## src/hw/rtl/sol2_pkg.sv

```systemverilog
// Shared types for the 2x2 solve / inverse pipeline.
package sol2_pkg;

    localparam int Lanes    = 4;
    localparam int QuoBits  = 33;
    localparam int DivSteps = 33;

    localparam logic ModeSolve   = 1'b0;
    localparam logic ModeInverse = 1'b1;

    typedef struct packed {
        logic               mode;
        logic signed [31:0] a00;
        logic signed [31:0] a01;
        logic signed [31:0] a10;
        logic signed [31:0] a11;
        logic signed [31:0] rhs0;
        logic signed [31:0] rhs1;
    } t_in_word;

    typedef struct packed {
        logic signed [31:0] res0;
        logic signed [31:0] res1;
        logic signed [31:0] res2;
        logic signed [31:0] res3;
        logic signed [63:0] det_value;
        logic               singular;
        logic               saturated;
    } t_out_word;

    // determinant and numerators after the product stage
    typedef struct packed {
        logic               mode;
        logic signed [63:0] det;
        logic signed [63:0] nx;
        logic signed [63:0] ny;
        logic signed [31:0] a00;
        logic signed [31:0] a01;
        logic signed [31:0] a10;
        logic signed [31:0] a11;
    } t_front;

    // per-lane signed magnitudes
    typedef struct packed {
        logic                    mode;
        logic signed [63:0]      det;
        logic                    dneg;
        logic [63:0]             dmag;
        logic [Lanes-1:0]        nneg;
        logic [Lanes-1:0][63:0]  nmag;
    } t_lane_word;

    // state carried through the divider steps
    typedef struct packed {
        logic signed [63:0]             det;
        logic                           singular;
        logic [63:0]                    dmag;
        logic [Lanes-1:0]               big;
        logic [Lanes-1:0]               neg;
        logic [Lanes-1:0][63:0]         rem;
        logic [Lanes-1:0][QuoBits-1:0]  lowb;
        logic [Lanes-1:0][QuoBits-1:0]  quo;
    } t_div_word;

endpackage

```

## src/hw/rtl/sol2_div_step.sv

```systemverilog
// One restoring-division step across all lanes.
module sol2_div_step (
    input  logic                 i_clk,
    input  logic                 i_rst_n,
    input  logic                 i_en,
    input  logic                 i_valid,
    input  sol2_pkg::t_div_word  i_data,
    output logic                 o_valid,
    output sol2_pkg::t_div_word  o_data
);
    sol2_pkg::t_div_word r_data, n_data;
    logic                r_valid;
    logic [64:0]         trial [sol2_pkg::Lanes];

    always_comb begin
        n_data = i_data;
        for (int k = 0; k < sol2_pkg::Lanes; k++) begin
            trial[k] = {i_data.rem[k], i_data.lowb[k][sol2_pkg::QuoBits-1]};
            n_data.lowb[k] = {i_data.lowb[k][sol2_pkg::QuoBits-2:0], 1'b0};
            if (trial[k] >= {1'b0, i_data.dmag}) begin
                n_data.rem[k] = 64'(trial[k] - {1'b0, i_data.dmag});
                n_data.quo[k] = {i_data.quo[k][sol2_pkg::QuoBits-2:0], 1'b1};
            end else begin
                n_data.rem[k] = trial[k][63:0];
                n_data.quo[k] = {i_data.quo[k][sol2_pkg::QuoBits-2:0], 1'b0};
            end
        end
    end

    always_ff @(posedge i_clk) begin
        if (!i_rst_n) begin
            r_valid <= 1'b0;
        end else if (i_en) begin
            r_valid <= i_valid;
        end
    end

    always_ff @(posedge i_clk) begin
        if (i_en) begin
            r_data <= n_data;
        end
    end

    assign o_valid = r_valid;
    assign o_data  = r_data;
endmodule

```

## config.mk

```make
export PLATFORM = sky130hd
export DESIGN_NAME = sol2_div_step
export DESIGN_NICKNAME = d
export VERILOG_FILES = /design/src/hw/rtl/sol2_pkg.sv /design/src/hw/rtl/sol2_div_step.sv
export SDC_FILE = /design/constraint.sdc
export NUM_CORES = 1
export LEC_CHECK = 0
export ABC_AREA = 1
export BUFFER_PORTS_ARGS = -buffer_cell sky130_fd_sc_hd__buf_2
export CAP_MARGIN = 25
export CELL_PAD_IN_SITES_DETAIL_PLACEMENT = 2
export CELL_PAD_IN_SITES_GLOBAL_PLACEMENT = 2
export CORE_AREA = 3 3 514 516
export CTS_BUF_LIST = sky130_fd_sc_hd__clkbuf_16
export DETAILED_ROUTE_END_ITERATION = 7
export DIE_AREA = 0 0 517 519
export GPL_TIMING_DRIVEN = 0
export PLACE_DENSITY = 0.54
export SLEW_MARGIN = 40
export SYNTH_ARGS = -nofsm -noshare
export SYNTH_HDL_FRONTEND = slang
export SYNTH_SLANG_ARGS = --single-unit
```

## constraint.sdc

```tcl
create_clock -name i_clk -period 2.35 [get_ports i_clk]
set_input_delay 0.47 -clock i_clk [delete_from_list [all_inputs] [get_ports i_clk]]
set_output_delay 0.47 -clock i_clk [all_outputs]
set_load 0.02 [all_outputs]
```

==> metrics.md <==
| Metric | Value |
|---|---|
| Status | `finished with violations` |
| Failing checks | `negative setup slack` |
| Share of cells above drive strength 1 | `0.282` |
| TritonCTS Buffers | `84` |
| Min Tclk post-route | `2.39 ns` |
| DR WL/cell | `31.6 um` |
| Vias in the first global route | `56100` |
| Reg-to-reg endpoint | `o_valid$_SDFFE_PN0P_` |
| Clock Latency Late Sink | `0.72 ns` |
| Final Wtd Congestion | `0.946` |
| HP Class | `in -> reg` |
| Final wirelength | `385 mm` |
| Leakage Power | `35.9 nW` |
| Crit path setup slack, layout | `-0.0369 ns` |
| Drt initial violations | `3619` |
| Clock skew | `0 ns` |
| # DRC | `0` |
| DR vias/cell | `4.40` |
| TritonCTS clock tree | `built` |
| Unrepaired setup endpoints after global routing | `yes` |
| Critical Path Start Type | `primary input` |
| Crit Path Class | `in -> reg` |
| Max Freq | `0.419 GHz` |
| Clk pin slew, worst setup/hold paths | `0.06 ns` |
| Die H | `519 um` |
| Grt met3 use | `0.0448` |
| Global routing's busiest layer | `met2` |
| RR Startpoint | `o_valid$_SDFFE_PN0P_` |
| Seq cells post-synth | `654` |
| Routed Antenna Nets | `0` |
| R2R Setup Slk | `0.95 ns` |
| Total track usage | `0.275` |
| Cell Area, Synth | `47300 um^2` |
| Vias after detailed routing | `53600` |
| M2 GR Usage | `0.474` |
| Synth cell types | `39` |
| Mean post-synth cell area | `7.00 um^2` |
| Core ar. | `260000 um^2` |
| Worst Tran Pin Value | `0.910 ns` |
| DIE AREA | `268000 um^2` |
| DPL Wire Length | `321 mm` |
| Clock tree buffer depth | `3` |
| Post-Syn Instances | `6749` |
| Crit. End Element | `flip-flop` |
| Initial antenna violation count | `98` |
| Die W | `517 um` |
| Worst VDD drop | `0.588 mV` |
| PwrDens | `626 nW/um^2` |
| Critical Path AT | `2.85 ns` |
| I/O Pins | `1319` |
| Max Slew Vio Count | `0` |
| Global-route wire length before repair | `498 mm` |
| Final setup viols | `17` |
| Gr ovfl total | `0` |
| Seq/Total Area, Yosys | `0.415` |
| Initial cell density of the core | `0.182` |
| Synth Warn # | `0` |
| Most frequent cells in the layout | `2562 x nand2_1, 1322 x inv_1, 1289 x buf_2, 653 x edfxtp_1, 502 x nand3_1` |
| CTS H-tree lvls | `3` |
| Pin count of the biggest net entering global routing | `105` |
| Tcrit/Tclk final | `1.02` |
| Setup crit end | `o_data[269]$_DFFE_PP_` |
| Relative slew margins | `0.389` |
| M1 GR Usage | `0.327` |
| Dpl cells | `11500` |
| Final-stage net count | `9589` |
| First-pass DRT Iterations | `5` |
| Max Cap Viol | `0` |
| Crit path launch | `i_data[571]` |
| Reg2Reg Depth | `3` |
| Final Hold Violating Endpoints | `0` |
| Clock Sink Count | `654` |
| Port bufs | `1310` |
| Worst-path fanout max | `10` |
| Non-Filler Instances | `12200` |
| Row cnt | `187` |
| Most common cell after layout, fill and taps aside | `nand2_1` |
| Area Overhead vs Synth | `52.6%` |
| Hold slack final | `0.0678 ns` |
| Required time worst endpoint | `2.82 ns` |
| Clock root buffer | `clkbuf_16` |
-- repair_timing --
| action | CTS | global route |
|---|---|---|
| buffers inserted | 86 | 47 |
| endpoints found under the setup margin | 260 | 255 |
| pin swaps | 38 | 72 |
| gates resized for setup | 895 | 454 |
| endpoints found under the hold margin | 380 | 2 |
| hold buffers | 381 | 2 |
| gates cloned | 5 | 1 |
-- cell type report --
cell class	instances	area [um^2]
diodes	40	100
plain buffers	72	628
clock buffers	84	2100
clock inverters	65	657
fillers	30500	188000
inverters	1396	5960
multi-input cells	4625	26400
flip-flops and latches	654	19600
well taps	3402	4260
repair buffers	1835	12400
-- worst min-delay path by stage --
stage                start                     to  slack [ns]  depth (start not counted)
5_1_grt        i_data[570]  o_data[570]$_DFFE_PP_       0.003                          1
3_5_place_dp    i_data[55]   o_data[56]$_DFFE_PP_        0.65                          1
3_3_place_gp   i_data[203]  o_data[204]$_DFFE_PP_        0.65                          1
4_1_cts        i_data[324]  o_data[325]$_DFFE_PP_       0.001                          3
6_report       i_data[570]  o_data[570]$_DFFE_PP_        0.07                          1
2_1_floorplan         i_en   o_valid$_SDFFE_PN0P_        0.56                          1
-- registers in the layout, summed over array words and instances (netlist names) --
| register | count |
|---|---|
| o_valid | 1 |
| o_data | 653 |
-- cells by family after synthesis --
kind of cell	Yosys count	synth area share
adders and majority gates	260	0.0695
other	1	0.0000793
xor gates and xnor gates	124	0.0230
DFF	654	0.415
AOI/OAI and AO/OA	211	0.0229
and+or+nand+nor	4022	0.349
buffers and inverters	1477	0.121
-- power by group --
| part | internal (mW) | switching (mW) |
|---|---|---|
| Combinational | 5.07 | 11.4 |
| Sequential | 14.4 | 0.743 |
| Clock | 7.55 | 6.02 |
-- metal layers --
| metal | vias to the layer above | part of all wire |
|---|---|---|
| li1 | 24800 | - |
| met1 | 26800 | 0.40 |
| met3 | 462 | 0.049 |
| met2 | 1509 | 0.48 |
| met4 | 46 | 0.067 |
| met5 | - | 0.00078 |
-- synth_stat cells --
cell type | instances | area share
buf_1 | 9 | 0.00071
a21oi_1 | 174 | 0.018
a21o_1 | 2 | 0.00032
nor2_2 | 17 | 0.0022
fa_1 | 4 | 0.0017
buf_6 | 15 | 0.0036
inv_1 | 1377 | 0.11
edfxtp_1 | 653 | 0.41
nand2_4 | 4 | 0.00095
xnor2_1 | 4 | 0.00074
or2_2 | 7 | 0.00093
buf_4 | 4 | 0.00064
buf_8 | 1 | 0.00032
and2_1 | 2 | 0.00026
inv_2 | 19 | 0.0015
ha_1 | 256 | 0.068
nor2_1 | 446 | 0.035
conb_1 | 1 | 0.000079
nand3_1 | 564 | 0.060
dfxtp_1 | 1 | 0.00042
and2_0 | 1 | 0.00013
nor4_1 | 22 | 0.0029
o21ai_2 | 3 | 0.00056
nand3_2 | 3 | 0.00064
nand3b_1 | 66 | 0.010
or2_1 | 1 | 0.00013
nor3_2 | 2 | 0.00042
nand2_2 | 9 | 0.0012
xor2_1 | 120 | 0.022
nor2_4 | 5 | 0.0012
clkbuf_1 | 37 | 0.0029
o21ai_0 | 28 | 0.0030
o21bai_1 | 4 | 0.00064
nand4_1 | 25 | 0.0033
buf_2 | 15 | 0.0016
nor4_4 | 3 | 0.0013
and3_1 | 14 | 0.0019
nand2_1 | 2802 | 0.22
nor3_1 | 29 | 0.0031
-- through the flow --
step	power [mW]	util	worst slack [ns]	setup TNS, ns	instance area, um^2
3_5_place_dp	29.4	0.225	-2.26	-527.14	58300
4_1_cts	45.1	0.269	-0.0232	-0.0395	69700
3_3_place_gp	29.5	0.224	-10.84	-7506.89	58100
2_1_floorplan	21.9	-	0.000645	0	47300
6_report	45.2	0.278	-0.0369	-0.155	72100
5_1_grt	47.1	0.278	-0.0865	-1.75	72100
-- worst max-delay path, stage by stage --
cell and delay, ns:
clkbuf_4 0.15, clkinv_8 0.12, buf_12 0.19, ha_4 0.25
nand2_4 0.09, inv_1 0.04, nand2_1 0.09, nand2_2 0.07
nand2_1 0.06, nand2_1 0.07, inv_1 0.06, nand2_1 0.08
nand2_1 0.07, nand2_1 0.09, nor2_4 0.16, buf_12 0.14
nand2_8 0.06, buf_12 0.16, buf_8 0.15, nand2_1 0.10
nand2_4 0.09
No activity file was read; power rests on OpenSTA's default activity.
