===== src/hw/rtl/sol2_pkg.sv =====
// Shared types for the 2x2 solve / inverse pipeline.
package sol2_pkg;

    localparam int Lanes    = 4;
    localparam int QuoBits  = 33;
    localparam int DivSteps = 33;

    localparam logic ModeSolve   = 1'b0;
    localparam logic ModeInverse = 1'b1;

    typedef struct packed {
        logic               mode;
        logic signed [31:0] a00;
        logic signed [31:0] a01;
        logic signed [31:0] a10;
        logic signed [31:0] a11;
        logic signed [31:0] rhs0;
        logic signed [31:0] rhs1;
    } t_in_word;

    typedef struct packed {
        logic signed [31:0] res0;
        logic signed [31:0] res1;
        logic signed [31:0] res2;
        logic signed [31:0] res3;
        logic signed [63:0] det_value;
        logic               singular;
        logic               saturated;
    } t_out_word;

    // determinant and numerators after the product stage
    typedef struct packed {
        logic               mode;
        logic signed [63:0] det;
        logic signed [63:0] nx;
        logic signed [63:0] ny;
        logic signed [31:0] a00;
        logic signed [31:0] a01;
        logic signed [31:0] a10;
        logic signed [31:0] a11;
    } t_front;

    // per-lane signed magnitudes
    typedef struct packed {
        logic                    mode;
        logic signed [63:0]      det;
        logic                    dneg;
        logic [63:0]             dmag;
        logic [Lanes-1:0]        nneg;
        logic [Lanes-1:0][63:0]  nmag;
    } t_lane_word;

    // state carried through the divider steps
    typedef struct packed {
        logic signed [63:0]             det;
        logic                           singular;
        logic [63:0]                    dmag;
        logic [Lanes-1:0]               big;
        logic [Lanes-1:0]               neg;
        logic [Lanes-1:0][63:0]         rem;
        logic [Lanes-1:0][QuoBits-1:0]  lowb;
        logic [Lanes-1:0][QuoBits-1:0]  quo;
    } t_div_word;

endpackage


===== src/hw/rtl/sol2_prep.sv =====
// Sign/magnitude split and divider setup for the four lanes.
module sol2_prep (
    input  logic                 i_clk,
    input  logic                 i_rst_n,
    input  logic                 i_en,
    input  logic                 i_valid,
    input  sol2_pkg::t_front     i_data,
    output logic                 o_valid,
    output sol2_pkg::t_div_word  o_data
);
    sol2_pkg::t_lane_word r_lane, n_lane;
    sol2_pkg::t_div_word  r_div, n_div;
    logic                 r_v1, r_v2;

    function automatic logic [63:0] mag64(input logic signed [63:0] v);
        mag64 = v[63] ? 64'(-v) : 64'(v);
    endfunction

    always_comb begin
        n_lane.mode = i_data.mode;
        n_lane.det  = i_data.det;
        n_lane.dneg = i_data.det[63];
        n_lane.dmag = mag64(i_data.det);
        if (i_data.mode == sol2_pkg::ModeSolve) begin
            n_lane.nneg = {2'b00, i_data.ny[63], i_data.nx[63]};
            n_lane.nmag[0] = mag64(i_data.nx);
            n_lane.nmag[1] = mag64(i_data.ny);
            n_lane.nmag[2] = '0;
            n_lane.nmag[3] = '0;
        end else begin
            // adjugate [a11, -a01; -a10, a00]
            n_lane.nneg[0] = i_data.a11[31];
            n_lane.nneg[1] = !i_data.a01[31] && (i_data.a01 != '0);
            n_lane.nneg[2] = !i_data.a10[31] && (i_data.a10 != '0);
            n_lane.nneg[3] = i_data.a00[31];
            n_lane.nmag[0] = mag64(64'(i_data.a11));
            n_lane.nmag[1] = mag64(64'(i_data.a01));
            n_lane.nmag[2] = mag64(64'(i_data.a10));
            n_lane.nmag[3] = mag64(64'(i_data.a00));
        end
    end

    always_comb begin
        n_div.det      = r_lane.det;
        n_div.singular = (r_lane.dmag == '0);
        n_div.dmag     = r_lane.dmag;
        n_div.quo      = '0;
        for (int k = 0; k < sol2_pkg::Lanes; k++) begin
            // numerator is nmag << 16 (solve) or << 32 (inverse)
            if (r_lane.mode == sol2_pkg::ModeInverse) begin
                n_div.rem[k]  = {1'b0, r_lane.nmag[k][63:1]};
                n_div.lowb[k] = {r_lane.nmag[k][0], 32'b0};
            end else begin
                n_div.rem[k]  = {17'b0, r_lane.nmag[k][63:17]};
                n_div.lowb[k] = {r_lane.nmag[k][16:0], 16'b0};
            end
            n_div.big[k] = (n_div.rem[k] >= r_lane.dmag);
            n_div.neg[k] = r_lane.nneg[k] ^ r_lane.dneg;
        end
    end

    always_ff @(posedge i_clk) begin
        if (!i_rst_n) begin
            r_v1 <= 1'b0;
            r_v2 <= 1'b0;
        end else if (i_en) begin
            r_v1 <= i_valid;
            r_v2 <= r_v1;
        end
    end

    always_ff @(posedge i_clk) begin
        if (i_en) begin
            r_lane <= n_lane;
            r_div  <= n_div;
        end
    end

    assign o_valid = r_v2;
    assign o_data  = r_div;
endmodule


===== config.mk =====
export PLATFORM = sky130hd
export DESIGN_NAME = sol2_prep
export DESIGN_NICKNAME = d
export VERILOG_FILES = /design/src/hw/rtl/sol2_pkg.sv /design/src/hw/rtl/sol2_prep.sv
export SDC_FILE = /design/constraint.sdc
export NUM_CORES = 1
export LEC_CHECK = 0
export BUFFER_PORTS_ARGS = -buffer_cell sky130_fd_sc_hd__buf_2
export CORE_AREA = 2 2 379 381
export CTS_CLUSTER_DIAMETER = 40
export DETAILED_ROUTE_END_ITERATION = 6
export DIE_AREA = 0 0 381 383
export PLACE_DENSITY_LB_ADDON = 0.05
export RECOVER_POWER = 50
export SLEW_MARGIN = 10
export SYNTH_ARGS = -nofsm -noshare
export SYNTH_HDL_FRONTEND = slang
export SYNTH_SLANG_ARGS = --single-unit

===== constraint.sdc =====
create_clock -name i_clk -period 2.8 [get_ports i_clk]
set_input_delay 0.56 -clock i_clk [delete_from_list [all_inputs] [get_ports i_clk]]
set_output_delay 0.56 -clock i_clk [all_outputs]
set_load 0.01 [all_outputs]

==> results by group, run 1 <==
Outcome
  – Outcome: complete, but fails checks
  – Failing checks: max-capacitance violations, max-slew violations, negative setup slack

Final layout
  – Area delta synth->final: 37.4%
  – Finished Core Util: between 40% and 50%
  – Most frequent cells in the layout: edfxtp_1, buf_2, buf_4, conb_1, ha_1
  – Share of layout cells above drive strength 1: between 30 and 40%
  – # nets final: approximately 5,500
  – Final instance area: slightly above 60,000 um2
  – Fillers: about 14,000
  – Finished Layout Cells: approximately 7,000
  – Commonest non-fill, non-tap cell in the layout: edfxtp_1

Clock tree
  – CTS H-Tree Depth: 4
  – CTS tree: built
  – Bufs on Longest Clock Path: 3
  – CTS Sinks: around 850
  – Reg clk slew, reported paths: ~50 ps
  – Root Driver: clkbuf_16
  – CTS buffer count: between 100 and 150
  – Clock latency on the worst-skew pair: around 800 ps

Global routing
  – Largest net degree at the start of global routing: between 90 and 100
  – Initial antenna violation count: 13
  – First-pass GRT wire length: around 250,000 um
  – Vias in the first global route: 32,400
  – GRT overflow: 0
  – Total routing usage reported by global routing: approximately a quarter

Synthesis
  – Netlist area before placement: around 44,000 um2
  – Post-synthesis xor/xnor area fraction: 5.90%
  – Number of flops mapped to enable cells by yosys: between 800 and 900
  – Ranking of synthesized cells by area: edfxtp_1, ha_1, mux2_2
  – Cell variety after synth: 67
  – Mean Syn Cell Area: ~13 um2
  – Largest area contributor in the netlist: edfxtp_1
  – Post-synthesis mux area share: ~5.7%
  – Post-synth top flop: edfxtp_1
  – Synth Area in Compound Gates: 7.46%
  – Synthesis Warnings: 0
  – Post-synthesis async set-or-reset flop share: 0%
  – Seq/Total Area, Yosys: between 50% and 60%
  – Simple-gate share of the synthesized area: 10.5%
  – Yosys reg bits: approximately 850
  – Top-area cell type share of the netlist area: around 58%
  – Largest family of logic cells by synthesized area: simple AND/OR/NAND/NOR gates
  – Post-Synth Adder-Cell Area: between 7 and 8%
  – Post-synthesis cell count: approximately 3,400

Place
  – Gpl congestion: around 0.88
  – Pre-CTS WS: -514 ps
  – IO buf count: 782
  – Placed Area: about 55,000 um2
  – HPWL after DPL: between 100,000 and 150,000 um
  – Inst Count DP: between 6,000 and 7,000

Critical path
  – Worst path arrival time: around 3500 ps
  – Setup CP Type: flip-flop to flip-flop
  – Worst path bufs/invs: 5
  – CP top delay family: compound AO/OA/AOI/OAI gates
  – Slowest Stage Delay on Critical Path: roughly 460 ps
  – Slowest cell on crit path: o41a_1
  – Data required, critical path: 3280 ps
  – CP Cell Sequence: buf_12 > buf_16 > buf_12 > buf_16 > buf_6 > mux2_2 > ha_4 > a211oi_2 > nor2_1 > o41a_1 > o41ai_4 > nand2b_1
  – Critical path endpoint category: flip-flop
  – CP Max Fanout: 6
  – CP Launch Type: flip-flop

Power
  – Clk pwr share: ~44%
  – Sequential power share: 38.2%
  – Power Dens Cells: between 600 and 700 nW/um2
  – Combinational Power Share: about 18%
  – Leakage Power: between 20 and 25 nW
  – Sw power: 0.0119 W
  – P_int: slightly above 0.03 W
  – Max VDD drop: approximately 0.55 mV
  – Switching share of power: 28.2%

Run
  – Max-cap viol count: 1

Routing
  – DR vias/cell: around 4.7
  – Drt drc: 0
  – First drt pass iteration count: 7
  – DR vias: approximately 33,000
  – Drt total wl: between 150,000 and 200,000 um
  – Drt wl/cell: 25.8 um
  – DR iter-0 viols: 2,091
  – ANT nets after route: 0

STA
  – Final Critical Period: a little over 3000 ps
  – Final Cycle Share: 109%
  – FMAX: between 300 and 400 MHz
  – Setup ws final: -256 ps
  – Slew of the pin with the lowest slew margin: roughly 1900 ps
  – Hold slack: approximately 140 ps
  – Final setup violation count: 4
  – Max Slew Vio Count: a little under 100
  – Final hold violation count: 0
  – Unrepaired setup endpoints after global routing: yes
  – Max_slew headroom: -24.9%
  – Setup Skew: around 42 ps

Floorplan
  – Core Footprint: around 140,000 um2
  – Row count: 139
  – Ports: 983
  – Die Y: roughly 380 um
  – Die X-Extent: ~380 um
  – Die area: between 100,000 and 150,000 um2
  – Initial Util: slightly above 30%

Worst hold path
  – HP Class: input pin to flip-flop
## logic make-up after synthesis
kind of cell,after synthesis
other cells,1
compound gates,500
xor+xnor,296
fa+ha+maj,262
mux,227
flops,846
buf+inv,407
simple gates,833
## synth_stat cells, types with 45 or more instances
library cell	number
clkbuf_1	103
buf_4	201
o21ai_0	138
nand2_1	145
edfxtp_1	844
and2_1	112
o41ai_1	59
a21oi_1	114
or3_1	45
ha_1	262
inv_1	95
nor2b_1	88
nor2_1	135
o31ai_1	82
xor2_1	154
xnor2_1	142
nor4_1	50
nand4_1	52
mux2_2	189
## worst paths after layout
path              cells after the start  slack [ps]     endpoint   startpoint
hold / removal                        2         140  r_lane[128]   i_data[32]
setup / recovery                     12        -260  o_data[524]  r_lane[389]
hold reg to reg                       0         410  o_data[599]   n_div[599]
setup reg to reg                     12        -260  o_data[524]  r_lane[389]
## flip-flops by register name (all words and copies together), names as in the netlist
| name | cells |
|---|---|
| n_div | 127 |
| r_v1 | 1 |
| o_valid | 1 |
| r_lane | 261 |
| o_data | 456 |
## cell type report
class,count,area (um2),area share [%]
flip-flops and latches,846,25400,42.1
well taps,1903,2380,3.94
inverters,96,360,0.597
diodes,2,5.00,0.00829
multi-input cells,2379,17900,29.6
clock buffers,161,3840,6.36
repair buffers,1452,9180,15.2
clock inverters,116,1370,2.26
## power by group through the flow
stage,Combinational (W),Clock [W],Sequential [W]
floorplan,0.00302,0,0.0162
global placement,0.00707,0,0.0164
detailed placement,0.00711,0,0.0164
CTS,0.00736,0.0191,0.0162
global route,0.00806,0.0197,0.0162
finish,0.00737,0.0187,0.0161
## through the flow
step           TNS, ps  total power [W]
2_1_floorplan    -2.26           0.0192
3_3_place_gp    -12710           0.0235
3_5_place_dp    -14450           0.0235
4_1_cts           -609           0.0426
5_1_grt          -3470           0.0439
6_report          -589           0.0422
## timing repair
| item | in CTS | in global routing |
|---|---|---|
| setup endpoints to repair | 4 | 4 |
| hold endpoints to repair | 23 | 0 |
| pin swaps | 21 | 26 |
| hold buffers | 23 | 0 |
| cloned | 5 | 0 |
| buffers inserted | 8 | 6 |
| gates resized for setup | 53 | 51 |
## metal layers
metal / wire, um / part of all wire [%] / vias to the layer above / track usage, %
li1: - / - / 15400 / -
met1: 78600 / 44 / 15900 / 31.5
met2: 85100 / 47 / 1008 / 39.3
met3: 11400 / 6.3 / 203 / 6.06
met4: 4550 / 2.5 / 6 / 6.54
met5: 36 / 0.020 / - / 0
(Power assumes the default switching activity.)
==> run 2: changes to the inputs <==
- SKIP_CTS_REPAIR_TIMING: not set -> 1
==> results by group, run 2 (synthesis results as in run 1) <==
Outcome
  – Outcome: complete, but fails checks
  – Failing checks: max-capacitance violations, max-slew violations, negative setup slack

Critical path
  – Critical path endpoint category: flip-flop
  – CP Launch Type: flip-flop
  – Slowest cell on crit path: o41a_1
  – R2R Path End: o_data[524]
  – CP Max Fanout: 11 (+5)
  – Setup CP Type: flip-flop to flip-flop
  – Crit path from: r_lane[389]
  – CP Cell Sequence: buf_6 > buf_12 > buf_6 > buf_12 > buf_4 > mux2_2 > ha_1 > a211oi_2 > nor2_1 > o41a_1 > o41ai_2 > nand2b_1
  – CP top delay family: compound AO/OA/AOI/OAI gates
  – Worst path bufs/invs: 5 (unchanged)
  – Worst path arrival time: 3520 ps (-20 ps)
  – Crit. path cell count: 12 (unchanged)
  – Reg2Reg Depth: 12 (unchanged)
  – FF-to-FF setup slack: -240 ps (+20 ps)
  – Data required, critical path: 3280 ps (about the same)
  – Reg-to-reg startpoint: r_lane[389]
  – Slowest Stage Delay on Critical Path: 440 ps (-20 ps)
  – CP endpoint: o_data[524]

Routing
  – DR vias: 32,400 (-0.38%)
  – DR vias/cell: 4.67 (-0.28%)
  – Drt drc: 0 (unchanged)
  – Drt total wl: 179,000 um (-0.39%)
  – ANT nets after route: 0 (unchanged)
  – DR iter-0 viols: 2,176 (+4.1%)
  – Drt wl/cell: 25.8 um (-0.29%)
  – First drt pass iteration count: 7 (unchanged)

Clock tree
  – CTS buffer count: 149 (unchanged)
  – CTS H-Tree Depth: 4 (unchanged)
  – Clock latency on the worst-skew pair: 780 ps (about the same)
  – CTS Sinks: 846 (unchanged)
  – Reg clk slew, reported paths: 50 ps (about the same)
  – Bufs on Longest Clock Path: 3 (unchanged)
  – Root Driver: clkbuf_16
  – CTS tree: built

Final layout
  – Area taken by multi-input logic gates: 17,500 um2 (-2.2%)
  – Most frequent cells in the layout: edfxtp_1, buf_2, buf_4, conb_1, ha_1
  – Share of layout cells above drive strength 1: 36.6% (-0.67 points)
  – Finished Core Util: 42.0% (-0.40 points)
  – Final instance area: 59,800 um2 (-0.95%)
  – Commonest non-fill, non-tap cell in the layout: edfxtp_1
  – Max FFs per register: 456 (unchanged)
  – Area delta synth->final: 36.1%
  – Fillers: 13,900 (+0.54%)
  – FF/Latch Area: 25,400 um2 (unchanged)
  – # nets final: 5,502 (-0.16%)

Floorplan
  – Die X-Extent: 381 um (unchanged)
  – Ports: 983 (unchanged)
  – Row count: 139 (unchanged)
  – Die Y: 383 um (unchanged)
  – Die area: 146,000 um2 (unchanged)
  – Initial Util: 30.9% (unchanged)
  – Core Footprint: 142,000 um2 (unchanged)

STA
  – Slew of the pin with the lowest slew margin: 1860 ps (-8.50 ps)
  – FMAX: 329 MHz (+0.66%)
  – Unrepaired setup endpoints after global routing: yes
  – Final hold violation count: 0 (unchanged)
  – Final setup violation count: 5 (+1)
  – Final Critical Period: 3040 ps (-19.9 ps)
  – Setup ws final: -236 ps (+19.9 ps)
  – Max Slew Vio Count: 97 (unchanged)
  – Max_slew headroom: -24.3% (+0.57 points)
  – Final Cycle Share: 108% (-0.71 points)
  – Setup Skew: 40.8 ps (-0.695 ps)

Power
  – Total power: 0.0420 W (-0.48%)
  – Power Dens Cells: 703 nW/um2 (+0.48%)
  – Max VDD drop: 0.553 mV (about the same)
  – Leakage Power: 24.8 nW (-0.58%)

Place
  – IO buf count: 782 (unchanged)
  – Gpl congestion: 0.880 (unchanged)
  – HPWL after DPL: 142,000 um (unchanged)
  – Placed Area: 54,500 um2 (unchanged)

Run
  – Max-cap viol count: 1 (unchanged)

Global routing
  – Total routing usage reported by global routing: 23.7% (-0.32 points)
  – Vias in the first global route: 32,000 (-1.1%)
  – GRT overflow: 0 (unchanged)
  – First-pass GRT wire length: 242,000 um (-1.2%)
  – Initial antenna violation count: 14 (+1)
  – Largest net degree at the start of global routing: 97 (unchanged)

Worst hold path
  – HP Class: input pin to flip-flop
## run 2: changes by cell type in the layout (fill, tap and decap cells not counted), moves of 6 or more
cell	change
mux2_4	-8
mux2_2	+8
dlygate4sd3_1	-12
a21oi_2	-8
buf_4	+6
a21oi_1	+8
ha_4	-20
ha_1	+20
## run 2: how the worst min path moves through the flow
stage	from	end	slack, ps	cells after the start
floorplan	n_div[594]	o_data[594]	400	0
global placement	n_div[647]	o_data[647]	400	0
detailed placement	n_div[608]	o_data[608]	400	0
CTS	i_data[298]	n_div[635]	-50	1
global route	i_valid	r_v1	80	3
finish	i_valid	r_v1	70	3
## run 2: per-layer routing
| layer | global-route usage (%) | wire length, um |
|---|---|---|
| met1 | 31.2 | 79000 |
| met2 | 38.5 | 84200 |
| met3 | 6.06 | 11200 |
| met4 | 6.43 | 4540 |
| met5 | 0 | 40 |
## run 2: final cells by class
type                    count  share of cell area [%]
clock buffers             161                    6.42
repair buffers           1443                    15.0
inverters                  96                   0.603
flip-flops and latches    846                    42.5
well taps                1903                    3.98
multi-input cells        2379                    29.2
diodes                      4                  0.0167
clock inverters           116                    2.29
## run 2: power by group
part	total, W	leakage (nW)	switching, W	internal, W
clock network	0.0187	2.52	0.00692	0.0118
logic	0.00717	13.9	0.00415	0.00302
registers	0.0161	8.33	0.000766	0.0154
total	0.0420	24.8	0.0118	0.0302
## run 2: per-stage QoR
stage	instances	worst slack [ps]	TNS [ps]	hold WS [ps]
floorplan	3632	-2.26	-2.26	400
global placement	6638	-497	-12710	401
detailed placement	6638	-514	-14450	405
CTS	6915	-514	-1230	-46.2
global route	6944	-350	-4030	79.5
finish	6948	-236	-669	66.9
## run 2: worst register-to-register path, cell delays in order, from the launching register on
cell and delay (ps):
edfxtp_1 350, buf_6 140, buf_12 160, buf_6 150, buf_12 140, buf_4 140
mux2_2 340, ha_1 220, a211oi_2 230, nor2_1 70, o41a_1 440, o41ai_2 280
nand2b_1 100
